===== config.mk =====
export PLATFORM = sky130hd
export DESIGN_NAME = banked_two_class_priority_queue
export DESIGN_NICKNAME = d
export VERILOG_FILES = /design/src/design/btpq_pkg.sv /design/src/design/btpq_fifo.sv /design/src/design/btpq_front.sv /design/src/design/btpq_back.sv /design/src/design/banked_two_class_priority_queue.sv
export VERILOG_INCLUDE_DIRS = /design/src /design/src/design
export SDC_FILE = /design/constraint.sdc
export NUM_CORES = 2
export LEC_CHECK = 0
export CORE_MARGIN = 2
export CORE_UTILIZATION = 59
export CTS_BUF_LIST = sky130_fd_sc_hd__clkbuf_8
export DETAILED_ROUTE_END_ITERATION = 7
export DONT_BUFFER_PORTS = 1
export PLACE_DENSITY = 0.74
export RECOVER_POWER = 50
export SLEW_MARGIN = 20
export SYNTH_ARGS = -nofsm -noshare
export SYNTH_HDL_FRONTEND = slang
export SYNTH_HIERARCHICAL = 1
export SYNTH_SLANG_ARGS = --single-unit

===== constraint.sdc =====
create_clock -name clock -period 7.23 [get_ports clock]
set_input_delay 1.0845 -clock clock [delete_from_list [all_inputs] [get_ports clock]]
set_output_delay 1.0845 -clock clock [all_outputs]
set_load 0.01 [all_outputs]

===== src/design/banked_two_class_priority_queue_defines.svh =====
// Assertion macros for the banked two-class priority queue.
`ifndef BANKED_TWO_CLASS_PRIORITY_QUEUE_DEFINES_SVH
`define BANKED_TWO_CLASS_PRIORITY_QUEUE_DEFINES_SVH
`ifndef SYNTHESIS
`define BTPQ_ASSERT(lbl, clk, rst, prop, msg) \
   lbl: assert property (@(posedge clk) disable iff (rst) prop) else $error(msg);
`define BTPQ_ASSERT_NEVER(lbl, clk, rst, cond, msg) \
   lbl: assert property (@(posedge clk) disable iff (rst) !(cond)) else $error(msg);
`else
`define BTPQ_ASSERT(lbl, clk, rst, prop, msg)
`define BTPQ_ASSERT_NEVER(lbl, clk, rst, cond, msg)
`endif
`endif


===== src/design/btpq_pkg.sv =====
// Shared types and constants of the banked two-class priority queue.
`default_nettype none
package btpq_pkg;

   localparam int SEL_W      = 5;
   localparam int ENTRY_ID_W = 16;
   localparam int CODE_W     = 2;
   localparam int FIFO_DEPTH = 2;
   localparam int FIFO_PTR_W = $clog2(FIFO_DEPTH);
   localparam int FIFO_CNT_W = $clog2(FIFO_DEPTH + 1);

   localparam logic FUNC_ADD  = 1'b0;
   localparam logic FUNC_TAKE = 1'b1;

   localparam logic [CODE_W-1:0] RES_ADDED  = 2'd0;
   localparam logic [CODE_W-1:0] RES_FULL   = 2'd1;
   localparam logic [CODE_W-1:0] RES_SERVED = 2'd2;
   localparam logic [CODE_W-1:0] RES_EMPTY  = 2'd3;

   typedef struct packed {
      logic                  func;
      logic [SEL_W-1:0]      queue_sel;
      logic [ENTRY_ID_W-1:0] entry_id;
      logic                  urgent;
   } req_type;

   typedef struct packed {
      logic [CODE_W-1:0]     result_code;
      logic [ENTRY_ID_W-1:0] served_id;
      logic                  served_urgent;
   } rsp_type;

   typedef struct packed {
      logic                  func;
      logic                  in_range;
      logic [SEL_W-1:0]      queue_sel;
      logic [ENTRY_ID_W-1:0] entry_id;
      logic                  urgent;
   } cmd_type;

   typedef struct packed {
      logic full;
      logic empty;
   } fifo_status_type;

endpackage
`default_nettype wire


===== src/design/btpq_fifo.sv =====
// Short command queue between the front and back parts.
`default_nettype none
`include "banked_two_class_priority_queue_defines.svh"
module btpq_fifo (
   input  wire logic               clock,
   input  wire logic               reset,
   input  wire logic               push,
   input  wire btpq_pkg::cmd_type  push_data,
   input  wire logic               pop,
   output btpq_pkg::cmd_type       pop_data,
   output btpq_pkg::fifo_status_type status
);

   btpq_pkg::cmd_type                     slot_ff [btpq_pkg::FIFO_DEPTH];
   logic [btpq_pkg::FIFO_PTR_W-1:0]       wr_ptr_ff, wr_ptr_in;
   logic [btpq_pkg::FIFO_PTR_W-1:0]       rd_ptr_ff, rd_ptr_in;
   logic [btpq_pkg::FIFO_CNT_W-1:0]       count_ff, count_in;

   always_comb begin
      wr_ptr_in = wr_ptr_ff;
      rd_ptr_in = rd_ptr_ff;
      count_in  = count_ff;
      if (push) begin
         wr_ptr_in = (wr_ptr_ff == btpq_pkg::FIFO_PTR_W'(btpq_pkg::FIFO_DEPTH - 1)) ?
                     '0 : wr_ptr_ff + 1'b1;
      end
      if (pop) begin
         rd_ptr_in = (rd_ptr_ff == btpq_pkg::FIFO_PTR_W'(btpq_pkg::FIFO_DEPTH - 1)) ?
                     '0 : rd_ptr_ff + 1'b1;
      end
      if (push && !pop) begin
         count_in = count_ff + 1'b1;
      end else if (pop && !push) begin
         count_in = count_ff - 1'b1;
      end
   end

   always_ff @(posedge clock) begin
      if (reset) begin
         wr_ptr_ff <= '0;
         rd_ptr_ff <= '0;
         count_ff  <= '0;
      end else begin
         wr_ptr_ff <= wr_ptr_in;
         rd_ptr_ff <= rd_ptr_in;
         count_ff  <= count_in;
      end
   end

   always_ff @(posedge clock) begin
      if (push) begin
         slot_ff[wr_ptr_ff] <= push_data;
      end
   end

   assign pop_data     = slot_ff[rd_ptr_ff];
   assign status.full  = (count_ff == btpq_pkg::FIFO_CNT_W'(btpq_pkg::FIFO_DEPTH));
   assign status.empty = (count_ff == '0);

   `BTPQ_ASSERT(a_fifo_count_bound, clock, reset,
      count_ff <= btpq_pkg::FIFO_CNT_W'(btpq_pkg::FIFO_DEPTH), "fifo count beyond depth")
   `BTPQ_ASSERT_NEVER(a_fifo_underflow, clock, reset, pop && count_ff == '0, "pop from empty fifo")
   `BTPQ_ASSERT_NEVER(a_fifo_overflow, clock, reset, push && !pop && status.full, "push into full fifo")

endmodule
`default_nettype wire


===== src/design/btpq_front.sv =====
// Front part: accepts request transactions and classifies them into commands.
`default_nettype none
module btpq_front #(
   parameter int NUM_QUEUES = 32,
   parameter int ID_WIDTH   = 16
) (
   input  wire logic                       clock,
   input  wire logic                       reset,
   input  wire logic                       req_valid,
   output logic                            req_stall,
   input  wire btpq_pkg::req_type          req_data,
   input  wire btpq_pkg::fifo_status_type  fifo_status,
   output logic                            push,
   output btpq_pkg::cmd_type               push_data
);

   localparam logic [btpq_pkg::ENTRY_ID_W-1:0] ID_KEEP =
      (ID_WIDTH >= btpq_pkg::ENTRY_ID_W) ? {btpq_pkg::ENTRY_ID_W{1'b1}} :
      btpq_pkg::ENTRY_ID_W'((64'd1 << ID_WIDTH) - 64'd1);

   logic              cmd_vld_ff, cmd_vld_in;
   btpq_pkg::cmd_type cmd_ff, cmd_in;
   logic              accept;

   assign req_stall = cmd_vld_ff && fifo_status.full;
   assign accept    = req_valid && !req_stall;
   assign push      = cmd_vld_ff && !fifo_status.full;
   assign push_data = cmd_ff;

   always_comb begin
      cmd_in.func      = req_data.func;
      cmd_in.in_range  = (32'(req_data.queue_sel) < NUM_QUEUES);
      cmd_in.queue_sel = req_data.queue_sel;
      cmd_in.entry_id  = req_data.entry_id & ID_KEEP;
      cmd_in.urgent    = req_data.urgent;
      cmd_vld_in = cmd_vld_ff;
      if (accept) begin
         cmd_vld_in = 1'b1;
      end else if (push) begin
         cmd_vld_in = 1'b0;
      end
   end

   always_ff @(posedge clock) begin
      if (reset) begin
         cmd_vld_ff <= 1'b0;
      end else begin
         cmd_vld_ff <= cmd_vld_in;
      end
   end

   always_ff @(posedge clock) begin
      if (accept) begin
         cmd_ff <= cmd_in;
      end
   end

endmodule
`default_nettype wire


===== src/design/btpq_back.sv =====
// Back part: read-modify-write of one queue row and the result register.
`default_nettype none
`include "banked_two_class_priority_queue_defines.svh"
module btpq_back #(
   parameter int NUM_QUEUES  = 32,
   parameter int QUEUE_DEPTH = 5,
   parameter int ID_WIDTH    = 16
) (
   input  wire logic                       clock,
   input  wire logic                       reset,
   input  wire btpq_pkg::fifo_status_type  fifo_status,
   input  wire btpq_pkg::cmd_type          pop_data,
   output logic                            pop,
   output logic                            rsp_valid,
   input  wire logic                       rsp_stall,
   output btpq_pkg::rsp_type               rsp_data
);

   localparam int SW = (ID_WIDTH < btpq_pkg::ENTRY_ID_W) ? ID_WIDTH : btpq_pkg::ENTRY_ID_W;
   localparam int FW = $clog2(QUEUE_DEPTH + 1);
   localparam int RW = (NUM_QUEUES > 1) ? $clog2(NUM_QUEUES) : 1;
   localparam int XW = RW + btpq_pkg::SEL_W;

   typedef enum logic [1:0] {
      ST_IDLE = 2'b01,
      ST_MOD  = 2'b10
   } state_type;

   logic [QUEUE_DEPTH-1:0][SW-1:0] mem_ids  [NUM_QUEUES];
   logic [QUEUE_DEPTH-1:0]         mem_urg  [NUM_QUEUES];
   logic [FW-1:0]                  mem_fill [NUM_QUEUES];
   logic [NUM_QUEUES-1:0]          row_vld_ff;

   state_type                      state_ff, state_in;
   btpq_pkg::cmd_type              cmd_ff;
   logic [QUEUE_DEPTH-1:0][SW-1:0] rd_ids_ff;
   logic [QUEUE_DEPTH-1:0]         rd_urg_ff;
   logic [FW-1:0]                  rd_fill_ff;
   logic                           rd_vld_ff;
   logic                           rsp_vld_ff, rsp_vld_in;
   btpq_pkg::rsp_type              rsp_ff, rsp_in;

   logic [XW-1:0]                  rd_sel_ext, wr_sel_ext;
   logic [RW-1:0]                  rd_idx, wr_idx;
   logic [FW-1:0]                  fill_cur, urg_cnt, ins_pos, fill_new;
   logic [QUEUE_DEPTH-1:0][SW-1:0] ids_new;
   logic [QUEUE_DEPTH-1:0]         urg_new;
   logic                           out_free, done, wr_en;

   assign rd_sel_ext = XW'(pop_data.queue_sel);
   assign wr_sel_ext = XW'(cmd_ff.queue_sel);
   assign rd_idx     = rd_sel_ext[RW-1:0];
   assign wr_idx     = wr_sel_ext[RW-1:0];

   assign out_free = !rsp_vld_ff || !rsp_stall;
   assign pop      = (state_ff == ST_IDLE) && !fifo_status.empty;
   assign done     = (state_ff == ST_MOD) && out_free;
   assign fill_cur = rd_vld_ff ? rd_fill_ff : '0;

   always_comb begin
      urg_cnt = '0;
      for (int i = 0; i < QUEUE_DEPTH; i++) begin
         if ((FW'(i) < fill_cur) && rd_urg_ff[i]) begin
            urg_cnt = urg_cnt + FW'(1);
         end
      end
      ins_pos = cmd_ff.urgent ? urg_cnt : fill_cur;

      ids_new  = rd_ids_ff;
      urg_new  = rd_urg_ff;
      fill_new = fill_cur;
      wr_en    = 1'b0;
      rsp_in.result_code   = btpq_pkg::RES_FULL;
      rsp_in.served_id     = '0;
      rsp_in.served_urgent = 1'b0;

      if (cmd_ff.func == btpq_pkg::FUNC_ADD) begin
         if (cmd_ff.in_range && (fill_cur < FW'(QUEUE_DEPTH))) begin
            for (int i = 0; i < QUEUE_DEPTH; i++) begin
               if (FW'(i) == ins_pos) begin
                  ids_new[i] = cmd_ff.entry_id[SW-1:0];
                  urg_new[i] = cmd_ff.urgent;
               end else if ((FW'(i) > ins_pos) && (i > 0)) begin
                  ids_new[i] = rd_ids_ff[(i + QUEUE_DEPTH - 1) % QUEUE_DEPTH];
                  urg_new[i] = rd_urg_ff[(i + QUEUE_DEPTH - 1) % QUEUE_DEPTH];
               end
            end
            fill_new = fill_cur + FW'(1);
            wr_en    = 1'b1;
            rsp_in.result_code = btpq_pkg::RES_ADDED;
         end
      end else begin
         if (cmd_ff.in_range && (fill_cur != '0)) begin
            for (int i = 0; i < QUEUE_DEPTH; i++) begin
               if (i + 1 < QUEUE_DEPTH) begin
                  ids_new[i] = rd_ids_ff[(i + 1) % QUEUE_DEPTH];
                  urg_new[i] = rd_urg_ff[(i + 1) % QUEUE_DEPTH];
               end
            end
            fill_new = fill_cur - FW'(1);
            wr_en    = 1'b1;
            rsp_in.result_code   = btpq_pkg::RES_SERVED;
            rsp_in.served_id     = btpq_pkg::ENTRY_ID_W'(rd_ids_ff[0]);
            rsp_in.served_urgent = rd_urg_ff[0];
         end else begin
            rsp_in.result_code = btpq_pkg::RES_EMPTY;
         end
      end

      state_in = state_ff;
      case (state_ff)
         ST_IDLE: begin
            if (pop) begin
               state_in = ST_MOD;
            end
         end
         ST_MOD: begin
            if (done) begin
               state_in = ST_IDLE;
            end
         end
         default: begin
            state_in = ST_IDLE;
         end
      endcase

      rsp_vld_in = rsp_vld_ff;
      if (done) begin
         rsp_vld_in = 1'b1;
      end else if (!rsp_stall) begin
         rsp_vld_in = 1'b0;
      end
   end

   always_ff @(posedge clock) begin
      if (reset) begin
         state_ff   <= ST_IDLE;
         rsp_vld_ff <= 1'b0;
         row_vld_ff <= '0;
      end else begin
         state_ff   <= state_in;
         rsp_vld_ff <= rsp_vld_in;
         if (done && wr_en) begin
            row_vld_ff[wr_idx] <= 1'b1;
         end
      end
   end

   always_ff @(posedge clock) begin
      if (pop) begin
         cmd_ff     <= pop_data;
         rd_ids_ff  <= mem_ids[rd_idx];
         rd_urg_ff  <= mem_urg[rd_idx];
         rd_fill_ff <= mem_fill[rd_idx];
         rd_vld_ff  <= row_vld_ff[rd_idx];
      end
      if (done && wr_en) begin
         mem_ids[wr_idx]  <= ids_new;
         mem_urg[wr_idx]  <= urg_new;
         mem_fill[wr_idx] <= fill_new;
      end
      if (done) begin
         rsp_ff <= rsp_in;
      end
   end

   assign rsp_valid = rsp_vld_ff;
   assign rsp_data  = rsp_ff;

   `BTPQ_ASSERT(a_back_pop_idle, clock, reset, pop |-> state_ff == ST_IDLE, "pop outside idle")
   `BTPQ_ASSERT(a_back_fill_bound, clock, reset,
      (state_ff == ST_MOD) |-> (fill_cur <= FW'(QUEUE_DEPTH)), "queue fill beyond depth")
   `BTPQ_ASSERT(a_back_done_result, clock, reset,
      done |=> (rsp_vld_ff && state_ff == ST_IDLE), "finished command without result")

endmodule
`default_nettype wire


===== src/design/banked_two_class_priority_queue.sv =====
// An accepted request passes the front register, the command queue, the row read
// registers and the result register. The back part takes no new command until the
// read-modify-write of the addressed queue row (read, then update and write) ends.
// Reset clears the front register, the command queue, the back state machine and
// the per-row valid bits; row contents are not cleared and no clearing pass runs.
// Top level: banked two-class priority queue.
`default_nettype none
module banked_two_class_priority_queue #(
   parameter int NUM_QUEUES  = 32,
   parameter int QUEUE_DEPTH = 5,
   parameter int ID_WIDTH    = 16
) (
   input  wire logic               clock,
   input  wire logic               reset,
   input  wire logic               req_valid,
   output logic                    req_stall,
   input  wire btpq_pkg::req_type  req_data,
   output logic                    rsp_valid,
   input  wire logic               rsp_stall,
   output btpq_pkg::rsp_type       rsp_data
);

   btpq_pkg::fifo_status_type fifo_status;
   btpq_pkg::cmd_type         push_data;
   btpq_pkg::cmd_type         pop_data;
   logic                      push;
   logic                      pop;

   btpq_front #(
      .NUM_QUEUES (NUM_QUEUES),
      .ID_WIDTH   (ID_WIDTH)
   ) u_front (
      .clock       (clock),
      .reset       (reset),
      .req_valid   (req_valid),
      .req_stall   (req_stall),
      .req_data    (req_data),
      .fifo_status (fifo_status),
      .push        (push),
      .push_data   (push_data)
   );

   btpq_fifo u_fifo (
      .clock     (clock),
      .reset     (reset),
      .push      (push),
      .push_data (push_data),
      .pop       (pop),
      .pop_data  (pop_data),
      .status    (fifo_status)
   );

   btpq_back #(
      .NUM_QUEUES  (NUM_QUEUES),
      .QUEUE_DEPTH (QUEUE_DEPTH),
      .ID_WIDTH    (ID_WIDTH)
   ) u_back (
      .clock       (clock),
      .reset       (reset),
      .fifo_status (fifo_status),
      .pop_data    (pop_data),
      .pop         (pop),
      .rsp_valid   (rsp_valid),
      .rsp_stall   (rsp_stall),
      .rsp_data    (rsp_data)
   );

endmodule
`default_nettype wire


==> results.tsv <==
stage	metric	value	unit
timing	hold_slack	0.0865	ns
worst_setup_path	path_cells	nand2_1 > ha_1 > a21o_1 > a21boi_0 > nand3b_1 > nor2_1 > clkbuf_1	
clock_network	numClockSinks	3060	
synth	synth-edff-count	3019	
route	drc	0	
synth	synth.distinct_cells	67	
worst_setup_path	slowest_stage	nor2_1	
placement	place_inst	7389	
timing	fmax	151	MHz
finish	layout_commonest_cell	edfxtp_1	
placement	placed_cell_area	122000	sq um
run_status	outcome	finished, violations left	
clock_network	clk_pin_slew	0.06	ns
power	power.leakage	41.1	nW
synth	syn-num-nets	4887	
worst_setup_path	critPathBufInv	1	
synth	synth_top_cells_by_area	edfxtp_1, mux4_2, mux2_2	
timing	hold_violations	0	
finish	drive_gt1_frac	0.307	
finish	final_util	0.660	
timing	layout_min_cycle_time	6.63	ns
synth	synth.avg_cell_area	24.2	sq um
finish	fillers	12200	
worst_setup_path	startpoint_type	flop	
worst_setup_path	arrival	7.30	ns
route	vias	57100	
timing	worst_slew_pin_slew	5.41	ns
route	detail_route.iter0.violations	9111	
hold_path	hold_class	primary input to flop	
route	wire_per_inst	36.2	um
placement	io_buffer_count	0	
synth	syn_inst	4853	
placement	place_congestion	0.821	
route	viasPerCell	6.91	
finish	syn2layout_area_growth	11.1	%
global_routing	grt_max_degree	131	
timing	setup_viol_count_final	0	
global_routing	grt_pass1_vias	56800	
worst_setup_path	endpoint_kind	flop	
worst_setup_path	cp.required	7.89	ns
floorplanning	die-area	203000	sq um
worst_setup_path	criticalPathCategory	flop to flop	
clock_network	numCtsBuffers	468	
clock_network	cts_tree	yes	
clock_network	clk_path_buf_depth	4	
flow_run	cap_violations	84	
clock_network	clock_latency	1.14	ns
route	dr.pass1.iters	5	
floorplanning	pin_count	48	
synth	synth_top_area_cell	edfxtp_1	
global_routing	grt_usage	0.298	
synth	netlist_area	117000	sq um
floorplanning	dieWidth	450	um
route	drt-total-wl	299	mm
global_routing	grt_pass1_wl	422	mm
worst_setup_path	critPathTopFamily	simple AND/OR/NAND/NOR gates	
finish	final_cell_mix	edfxtp_1, mux4_2, clkbuf_8, inv_1, clkinv_1	
power	ir_drop	0.400	mV
run_status	violations	capacitance limit, slew limit	
synth	async_flop_share	0	
timing	setup_tns	0	ns
worst_setup_path	cpPeakStageDelay	1.93	ns
synth	ys.flop_type	edfxtp_1	
floorplanning	core_region_area	197000	sq um
floorplanning	rows	163	
clock_network	h-tree-depth	5	
global_routing	antenna_found_initial	8	
clock_network	cts-root-buf	clkbuf_8	
clock_network	cts_hold_buf	21	
global_routing	overflow	0	
worst_setup_path	worst-path-max-fanout	22	
synth	synth_top_area_frac	0.772	
timing	rsz0062_at_grt	no	
floorplanning	die_h	450	um
clock_network	cts_setup_buffers	0	
floorplanning	start_util	0.595	
clock_network	cts_resized	0	
timing	post-route-period-util	0.918	
timing	finClkSkew	0.0994	ns
finish	fin_area	130000	sq um
synth	ys_seq_area_frac	0.779	
power	powerDensity	394	nW/um^2
timing	slew_headroom	-2.61	
finish	fin_nets	5276	
synth	ys_seq_elements	3060	
route	ant_nets	0	
synth	synth_warnings	6	
placement	dp.final_hpwl	148	mm
finish	fin_cells	8258	
timing	finalMaxSlewViolations	2621	
## report_power, final
group / total [W] / internal (W) / switching (W)
Sequential: 0.0255 / 0.0245 / 0.000938
Clock: 0.0132 / 0.00672 / 0.00649
Combinational: 0.0127 / 0.00468 / 0.00799
## final timing paths
check                                  start                              end  slack, ns  depth (start not counted)
max               u_back/rd_vld_ff$_DFFE_PP_  u_back/mem_ids[17][1]$_DFFE_PP_       0.60                          7
min                              req_data[3]   u_front/push_data[3]$_DFFE_PP_       0.09                          0
max reg2reg       u_back/rd_vld_ff$_DFFE_PP_  u_back/mem_ids[17][1]$_DFFE_PP_       0.60                          7
min reg2reg  u_front/push_data[21]$_DFFE_PP_  u_fifo/slot_ff[0][21]$_DFFE_PP_       0.44                          0
## area by class of cell
cell class                 instances  area (sq um)  area share
sequential                      3060         91500       0.702
tap                             2640          3300      0.0253
clock inverter                   365          1950      0.0150
antenna                            4          10.0   0.0000768
timing repair buffer             179          1510      0.0116
clock buffer                     477          6570      0.0504
multi-input combinational       1525         25500       0.196
inverter                           8          31.3    0.000240
## per-layer routing
| metal | global-route usage | part of all wire | wire [um] |
|---|---|---|---|
| met2 | 0.469 | 0.48 | 144000 |
| met5 | 0 | 0 | 0 |
| met4 | 0.101 | 0.036 | 10700 |
| met3 | 0.0678 | 0.13 | 39800 |
| met1 | 0.419 | 0.35 | 104000 |
## flip-flops by register name, summed over array words and instances, names as in the netlist, named ones only
name                flops
u_back/rd_vld_ff        1
u_back/rsp_valid        1
u_front/cmd_vld_ff      1
u_fifo/wr_ptr_ff        1
u_front/push_data      23
u_back/rsp_data        19
u_fifo/slot_ff         48
u_back/mem_ids       2560
u_back/mem_fill        96
u_back/rd_ids_ff       80
u_back/rd_urg_ff        5
u_fifo/count_ff         2
u_back/cmd_ff          19
u_back/mem_urg        160
u_back/rd_fill_ff       3
u_back/wr_idx           5
u_back/state_ff         2
u_fifo/rd_ptr_ff        1
u_back/row_vld_ff      32
## kinds of logic (layout without fill, tap and decap cells)
kind of cell             Yosys count  in the layout  synth area share
adder cells (fa/ha/maj)            7              7          0.000746
buffers and inverters            268           1029           0.00921
XOR/XNOR                           9              9          0.000853
AND/OR/NAND/NOR                  238            238           0.00933
multiplexers                    1087           1087             0.189
other                              1              5         0.0000319
flip-flops                      3060           3060             0.779
AO/OA/AOI/OAI                    183            183            0.0117
## synth_stat cells, drive strengths merged (20+ instances only)
master / instances
clkbuf: 157
a221o: 34
mux2: 114
o21ai: 40
mux4: 890
and2: 22
mux2i: 83
nand2: 48
nor2: 129
dfxtp: 41
edfxtp: 3019
buf: 103
a31oi: 20
## stage by stage
stage	worst slack, ns	power, W
final	0.596	0.0513
after CTS	1.28	0.0511
after global placement	1.51	0.0376
after floorplan	-0.173	0.0335
after detailed placement	1.33	0.0381
after global routing	0.481	0.0531
## worst register-to-register path, delay by kind of cell, from the launching register on
family | cells | cell delay [ns]
buffers and inverters | 1 | 1.75
flip-flops | 1 | 0.68
AND/OR/NAND/NOR | 3 | 2.70
AO/OA/AOI/OAI | 2 | 0.69
adder cells (fa/ha/maj) | 1 | 0.32
Note: power is estimated with default switching activity, not from simulation.
